--- src/hdl/rmq_pkg.sv ---
// Shared constants for the rotation matrix to quaternion unit.
// No dependencies.
`timescale 1ns / 1ps

package rmq_pkg;

  localparam int FRAC_BITS_DEF = 14;
  localparam int IN_W          = 16;
  localparam int PART_W        = 16;
  localparam int W_W           = 15;
  localparam int PART_MAX      = 32767;
  localparam int LANES         = 4;

  localparam int LANE_W = 0;
  localparam int LANE_X = 1;
  localparam int LANE_Y = 2;
  localparam int LANE_Z = 3;

  localparam int SIGN_X = 0;
  localparam int SIGN_Y = 1;
  localparam int SIGN_Z = 2;
  localparam int SIGN_W = 3;

endpackage

--- src/hdl/rmq_isqrt.sv ---
// Four-lane pipelined integer square root, one root bit per stage.
// Depends on rmq_pkg.
`timescale 1ns / 1ps

module rmq_isqrt import rmq_pkg::*; #(
  parameter int ROOT_W = 16,
  parameter int SIDE_W = SIGN_W
) (
  input  logic                                 clk,
  input  logic                                 rst,
  input  logic                                 in_valid,
  output logic                                 in_ready,
  input  logic [LANES-1:0][2*ROOT_W-1:0]       rad,
  input  logic [SIDE_W-1:0]                    side_in,
  output logic                                 out_valid,
  input  logic                                 out_ready,
  output logic [LANES-1:0][ROOT_W-1:0]         root,
  output logic [SIDE_W-1:0]                    side_out
);

  localparam int REM_W = ROOT_W + 2;
  localparam int RAD_W = 2 * ROOT_W;

  logic [ROOT_W-1:0] valid;
  logic [ROOT_W-1:0] load;

  logic [LANES-1:0][REM_W-1:0]  rem_q  [ROOT_W];
  logic [LANES-1:0][ROOT_W-1:0] root_q [ROOT_W];
  logic [LANES-1:0][RAD_W-1:0]  rad_q  [ROOT_W];
  logic [SIDE_W-1:0]            side_q [ROOT_W];

  assign load[ROOT_W-1] = !valid[ROOT_W-1] || out_ready;

  genvar s;
  generate
    for (s = 0; s < ROOT_W; s++) begin : g_stage
      logic                         prev_v;
      logic [LANES-1:0][REM_W-1:0]  prev_rem;
      logic [LANES-1:0][ROOT_W-1:0] prev_root;
      logic [LANES-1:0][RAD_W-1:0]  prev_rad;
      logic [SIDE_W-1:0]            prev_side;
      logic [LANES-1:0][REM_W+1:0]  rem_sh;
      logic [LANES-1:0][REM_W+1:0]  trial;
      logic [LANES-1:0][REM_W+1:0]  diff;
      logic [LANES-1:0][REM_W-1:0]  rem_next;
      logic [LANES-1:0][ROOT_W-1:0] root_next;
      logic [LANES-1:0][RAD_W-1:0]  rad_next;

      if (s == 0) begin : g_first
        assign prev_v    = in_valid;
        assign prev_rem  = '0;
        assign prev_root = '0;
        assign prev_rad  = rad;
        assign prev_side = side_in;
      end else begin : g_next
        assign prev_v    = valid[s-1];
        assign prev_rem  = rem_q[s-1];
        assign prev_root = root_q[s-1];
        assign prev_rad  = rad_q[s-1];
        assign prev_side = side_q[s-1];
      end

      if (s < ROOT_W - 1) begin : g_load
        assign load[s] = !valid[s] || load[s+1];
      end

      always_comb begin
        for (int l = 0; l < LANES; l++) begin
          rem_sh[l]   = {prev_rem[l], prev_rad[l][RAD_W-1 -: 2]};
          trial[l]    = {2'b00, prev_root[l], 2'b01};
          diff[l]     = rem_sh[l] - trial[l];
          rad_next[l] = {prev_rad[l][RAD_W-3:0], 2'b00};
          if (rem_sh[l] >= trial[l]) begin
            rem_next[l]  = diff[l][REM_W-1:0];
            root_next[l] = {prev_root[l][ROOT_W-2:0], 1'b1};
          end else begin
            rem_next[l]  = rem_sh[l][REM_W-1:0];
            root_next[l] = {prev_root[l][ROOT_W-2:0], 1'b0};
          end
        end
      end

      always_ff @(posedge clk) begin
        if (rst) begin
          valid[s] <= 1'b0;
        end else if (load[s]) begin
          valid[s] <= prev_v;
        end
        if (load[s] && prev_v) begin
          rem_q[s]  <= rem_next;
          root_q[s] <= root_next;
          rad_q[s]  <= rad_next;
          side_q[s] <= prev_side;
        end
      end
    end
  endgenerate

  assign in_ready  = load[0];
  assign out_valid = valid[ROOT_W-1];
  assign root      = root_q[ROOT_W-1];
  assign side_out  = side_q[ROOT_W-1];

endmodule

--- src/hdl/rotation_matrix_to_quaternion_unit.sv ---
// Rotation matrix to quaternion unit, top level.
// Depends on rmq_pkg and rmq_isqrt.
//
// Usage:
//   Matrix channel: matrix_valid/matrix_ready carry nine signed fixed point
//   elements (rows right, up, at). Quaternion channel: quat_valid/quat_ready
//   carry quat_w (unsigned) and signed quat_x, quat_y, quat_z.
//   A transfer happens on a rising edge with valid and ready both high.
//   A matrix passes through stage A, the square root pipeline and the output
//   register; the root is ROOT_W bits wide, half the radicand width rounded
//   up. One matrix is taken every cycle while matrix_ready is high; the
//   four square roots run in lockstep through a pipeline, one root bit per stage.
//   Each stage holds its own valid bit, so when the receiver stalls the
//   pipeline keeps filling its bubbles and matrix_ready drops only when
//   every stage holds an item. Nothing is lost or repeated under a stall.
//   Synchronous reset clears all valid bits; payload registers keep data.
`timescale 1ns / 1ps

module rotation_matrix_to_quaternion_unit import rmq_pkg::*; #(
  parameter int FRAC_BITS = FRAC_BITS_DEF
) (
  input  logic                     clk,
  input  logic                     rst,
  input  logic                     matrix_valid,
  output logic                     matrix_ready,
  input  logic signed [IN_W-1:0]   right_x,
  input  logic signed [IN_W-1:0]   right_y,
  input  logic signed [IN_W-1:0]   right_z,
  input  logic signed [IN_W-1:0]   up_x,
  input  logic signed [IN_W-1:0]   up_y,
  input  logic signed [IN_W-1:0]   up_z,
  input  logic signed [IN_W-1:0]   at_x,
  input  logic signed [IN_W-1:0]   at_y,
  input  logic signed [IN_W-1:0]   at_z,
  output logic                     quat_valid,
  input  logic                     quat_ready,
  output logic [W_W-1:0]           quat_w,
  output logic signed [PART_W-1:0] quat_x,
  output logic signed [PART_W-1:0] quat_y,
  output logic signed [PART_W-1:0] quat_z
);

  localparam int MAG_W   = (FRAC_BITS > 17) ? FRAC_BITS : 17;
  localparam int SUM_W   = MAG_W + 2;
  localparam int CLAMP_W = SUM_W - 1;
  localparam int RAD_W   = CLAMP_W + FRAC_BITS;
  localparam int ROOT_W  = (RAD_W + 1) / 2;
  localparam int CMP_W   = (ROOT_W > PART_W) ? ROOT_W : PART_W;
  localparam int DIFF_W  = IN_W + 1;

  // stage A: four sums, clamp, sign of the differences
  logic signed [SUM_W-1:0] one_c;
  logic signed [SUM_W-1:0] e00, e11, e22;
  logic signed [SUM_W-1:0] sum [LANES];
  logic signed [DIFF_W-1:0] dx, dy, dz;
  logic [LANES-1:0][CLAMP_W-1:0] clamp;

  assign one_c = SUM_W'(1) <<< FRAC_BITS;
  assign e00   = SUM_W'(right_x);
  assign e11   = SUM_W'(up_y);
  assign e22   = SUM_W'(at_z);
  assign dx    = DIFF_W'(at_y) - DIFF_W'(up_z);
  assign dy    = DIFF_W'(right_z) - DIFF_W'(at_x);
  assign dz    = DIFF_W'(up_x) - DIFF_W'(right_y);

  always_comb begin
    sum[LANE_W] = one_c + e00 + e11 + e22;
    sum[LANE_X] = one_c + e00 - e11 - e22;
    sum[LANE_Y] = one_c - e00 + e11 - e22;
    sum[LANE_Z] = one_c - e00 - e11 + e22;
    for (int l = 0; l < LANES; l++) begin
      clamp[l] = sum[l][SUM_W-1] ? '0 : sum[l][CLAMP_W-1:0];
    end
  end

  logic                          a_valid;
  logic                          a_load;
  logic [LANES-1:0][CLAMP_W-1:0] a_sum;
  logic [SIGN_W-1:0]             a_neg;

  logic                              sq_in_ready;
  logic [LANES-1:0][2*ROOT_W-1:0]    sq_rad;
  logic                              sq_valid;
  logic                              q_load;
  logic [LANES-1:0][ROOT_W-1:0]      sq_root;
  logic [SIGN_W-1:0]                 sq_neg;

  assign a_load       = !a_valid || sq_in_ready;
  assign matrix_ready = a_load;

  always_ff @(posedge clk) begin
    if (rst) begin
      a_valid <= 1'b0;
    end else if (a_load) begin
      a_valid <= matrix_valid;
    end
    if (a_load && matrix_valid) begin
      a_sum         <= clamp;
      a_neg[SIGN_X] <= dx[DIFF_W-1];
      a_neg[SIGN_Y] <= dy[DIFF_W-1];
      a_neg[SIGN_Z] <= dz[DIFF_W-1];
    end
  end

  always_comb begin
    for (int l = 0; l < LANES; l++) begin
      sq_rad[l] = (2*ROOT_W)'(a_sum[l]) << FRAC_BITS;
    end
  end

  rmq_isqrt #(
    .ROOT_W (ROOT_W),
    .SIDE_W (SIGN_W)
  ) u_isqrt (
    .clk       (clk),
    .rst       (rst),
    .in_valid  (a_valid),
    .in_ready  (sq_in_ready),
    .rad       (sq_rad),
    .side_in   (a_neg),
    .out_valid (sq_valid),
    .out_ready (q_load),
    .root      (sq_root),
    .side_out  (sq_neg)
  );

  // output stage: halve, saturate, apply sign
  logic [LANES-1:0][CMP_W-1:0]  half;
  logic [LANES-1:0][W_W-1:0]    mag;
  logic [PART_W-1:0]            px, py, pz;

  always_comb begin
    for (int l = 0; l < LANES; l++) begin
      half[l] = CMP_W'(sq_root[l] >> 1);
      if (half[l] > CMP_W'(PART_MAX)) begin
        mag[l] = W_W'(PART_MAX);
      end else begin
        mag[l] = half[l][W_W-1:0];
      end
    end
    px = sq_neg[SIGN_X] ? (PART_W'(0) - {1'b0, mag[LANE_X]}) : {1'b0, mag[LANE_X]};
    py = sq_neg[SIGN_Y] ? (PART_W'(0) - {1'b0, mag[LANE_Y]}) : {1'b0, mag[LANE_Y]};
    pz = sq_neg[SIGN_Z] ? (PART_W'(0) - {1'b0, mag[LANE_Z]}) : {1'b0, mag[LANE_Z]};
  end

  assign q_load = !quat_valid || quat_ready;

  always_ff @(posedge clk) begin
    if (rst) begin
      quat_valid <= 1'b0;
    end else if (q_load) begin
      quat_valid <= sq_valid;
    end
    if (q_load && sq_valid) begin
      quat_w <= mag[LANE_W];
      quat_x <= px;
      quat_y <= py;
      quat_z <= pz;
    end
  end

endmodule

--- config.mk ---
export PLATFORM = sky130hd
export DESIGN_NAME = rotation_matrix_to_quaternion_unit
export DESIGN_NICKNAME = d
export VERILOG_FILES = /design/src/hdl/rmq_pkg.sv /design/src/hdl/rmq_isqrt.sv /design/src/hdl/rotation_matrix_to_quaternion_unit.sv
export SDC_FILE = /design/constraint.sdc
export NUM_CORES = 2
export LEC_CHECK = 0
export ABC_AREA = 0
export BUFFER_PORTS_ARGS = -buffer_cell sky130_fd_sc_hd__buf_2
export CAP_MARGIN = 10
export CELL_PAD_IN_SITES_DETAIL_PLACEMENT = 1
export CELL_PAD_IN_SITES_GLOBAL_PLACEMENT = 2
export CORE_ASPECT_RATIO = 0.8
export CORE_UTILIZATION = 30
export CTS_CLUSTER_SIZE = 24
export DETAILED_ROUTE_END_ITERATION = 16
export PLACE_DENSITY = 0.61
export SETUP_SLACK_MARGIN = 0.4
export SLEW_MARGIN = 10
export SYNTH_ARGS = -nofsm -noshare
export SYNTH_HDL_FRONTEND = slang
export SYNTH_HIERARCHICAL = 1
export SYNTH_MEMORY_MAX_BITS = 65536
export SYNTH_SLANG_ARGS = --single-unit
--- constraint.sdc ---
create_clock -name clk -period 47.4 [get_ports clk]
set_input_delay 9.48 -clock clk [delete_from_list [all_inputs] [get_ports clk]]
set_output_delay 9.48 -clock clk [all_outputs]
set_load 0.05 [all_outputs]
==> results.md <==
- Outcome: finished clean
- Post-CTS setup buffer count: 0
- Initial DRT Pass Iterations: 5
- Share of cells above drive strength 1: 0.09053
- Routed WL: 237.3 mm
- CP arrival: 13350 ps
- VDD IR max: 0.02462 mV
- Die area: 395600 um^2
- Worst path cell trace: buf_2 > nand2b_1 > nor2b_1 > and3_1 > and3_1 > nand3_1 > nor3_1 > and3_1 > nand3_1 > nand2b_1 > buf_2
- Non-filler cells, final: 14760
- Post-CTS Hold Fix Bufs: 0
- Slew margin rel.: 0.2118
- CP Launch Type: input port
- Worst-Skew Late Latency: 850 ps
- Hold path start: u_isqrt/rad_q[0][178]
- # clock sinks: 2512
- Routed Antenna Nets: 0
- Reg clk slew, reported paths: 60 ps
- Chip Width: 703.0 um
- Clock Skew: 60.85 ps
- Yosys warnings: 6
- H-tree levels: 5
- Maxcap violations: 0
- Worst Hold Depth: 0
- First-pass GRT wire length: 383.6 mm
- Nets@finish: 10280
- Total Routing Usage GR: 0.1176
- Setup Viol. Count Final: 0
- Leakage: 0.04929 uW
- CP Capture Type: output port
- Root Buffer: clkbuf_16
- Final Hold Fails: 0
- HPWL Detailed: 177.5 mm
- Post-CTS sizing: 0
- Worst path slowest cell: nor3_1
- Worst EP required: 37920 ps
- Final period util: 0.4816
- CTS Buffer Depth: 4
- Crit Path Max Fanout: 6
- Buffers on Ports: 212
- Crit path largest cell delay: 830 ps
- DRC viols: 0
- Final worst path period need: 22830 ps
- Hold Path Sink: u_isqrt/rad_q[0][292]
- Most common cell on crit path: and3_1
- Cells after DPL: 14280
- Total grt overflow: 0
- Area grow syn2layout: 14.16%
- Die Y-Extent: 562.8 um
- GP Congestion: 0.8278
- Cell Area, Synth: 117900 um^2
- IO Count: 213
- Vias in the first global route: 70710
- Placeable core area: 390600 um^2
- FF-to-FF End: a_sum[67]
- RR Startpoint: quat_valid
- Worst Hold Class: flip-flop to flip-flop
- FP Rows: 205
- F_max: 43.81 MHz
- Tot Pwr: 4851 uW
- RSZ-0062 raised after global routing: no
- Post-Synthesis Cells: 8913
- Initial core utilization: 0.3019
- Cts bufs inserted: 276
- Kind of critical path: input port to output port
- Setup TNS: 0 ps
- Least-Margin Pin Slew: 1180 ps
- Pwr dens: 36.03 nW/um^2
- R2R cell count: 11
- Avg Cell Area, Syn: 13.23 um^2
- Reg2reg setup slack: 42420 ps
- CTS tree: done
- Initial antenna violation count: 7
- Pin count of the biggest net entering global routing: 160
- Slew Limit Fails: 0
- Vias: 66620
- Detailed-route wire length per cell: 16.07 um
- Vias/cell: 4.512
- DRT iter0 DRCs: 3011
-- worst max-delay path, delay by kind of cell --
kind                   cells  cell delay, ps
AND/OR/NAND/NOR            9            3490
buffers and inverters      2             330
-- how the worst max path moves through the flow --
stage               startpoint               endpoint  slack, ps  cells past startpoint
finish              quat_ready           matrix_ready      24570                     11
global route        quat_ready           matrix_ready      24290                     11
CTS                 quat_ready           matrix_ready      24520                     11
detailed placement  quat_ready           matrix_ready      24530                     11
global placement    quat_ready           matrix_ready      24560                     11
floorplan           quat_ready  u_isqrt/rad_q[0][350]      23190                      7
-- power by group --
group	switching [uW]	total, uW	internal (uW)
clock network	853	2110	1250
logic	147	240	92.3
registers	22.4	2500	2480
-- cell usage in the layout (no fill, tap or decap), drive strengths merged, types with 34 or more instances in the layout --
cell and n:
xnor2 449, a21oi 429, nand3 143, or2 44, fa 69, o211ai 34, nor4 110, clkbuf 338
ha 680, nor2 589, edfxtp 2494, nor2b 109, o31ai 72, clkinv 97, o21ai 380, buf 265
nand2b 118, nand3b 37, conb 52, or3 86, a211oi 38, o21a 156, nand2 514, a21o 158
or4 39, a31oi 50, nand4 68, and3 43, nor3 224, xor2 326, inv 857, mux2 99
-- per-stage QoR --
stage          setup slack [ps]  instance area [um^2]  hold WS [ps]    util
2_1_floorplan             23190                118100         400.3       -
5_1_grt                   24290                134600         399.3  0.3447
6_report                  24570                134600         385.4  0.3447
3_5_place_dp              24530                125700         405.2  0.3219
3_3_place_gp              24560                125700         400.4  0.3219
4_1_cts                   24520                134600         386.4  0.3446
-- routing by layer --
metal / track usage / vias to the layer above / part of all wire
met2: 0.1834 / 732 / 0.43
met5: 0 / - / 0.00020
met4: 0.03090 / 8 / 0.024
met1: 0.1708 / 32090 / 0.52
li1: - / 33430 / -
met3: 0.01728 / 356 / 0.031
-- sequential cells by signal (all words and copies together), names as in the netlist --
register                count
a_neg                       3
a_sum                      72
a_valid                     1
quat_valid                  1
quat_w                     15
quat_x                     16
quat_y                     16
quat_z                     16
u_isqrt/g_stage.prev_v     15
u_isqrt/out_valid           1
u_isqrt/rad_q             840
u_isqrt/rem_q             928
u_isqrt/root_q            540
u_isqrt/side_q             48
-- layout make-up --
class / instances / area (um^2)
flip-flops and latches: 2512 / 75250
well taps: 5175 / 6475
fillers: 41260 / 256000
diodes: 1 / 2.502
repair buffers: 265 / 1484
clock inverters: 149 / 1450
multi-input cells: 5479 / 39360
clock buffers: 338 / 7436
inverters: 845 / 3172
No activity file was read; power rests on OpenSTA's default activity.
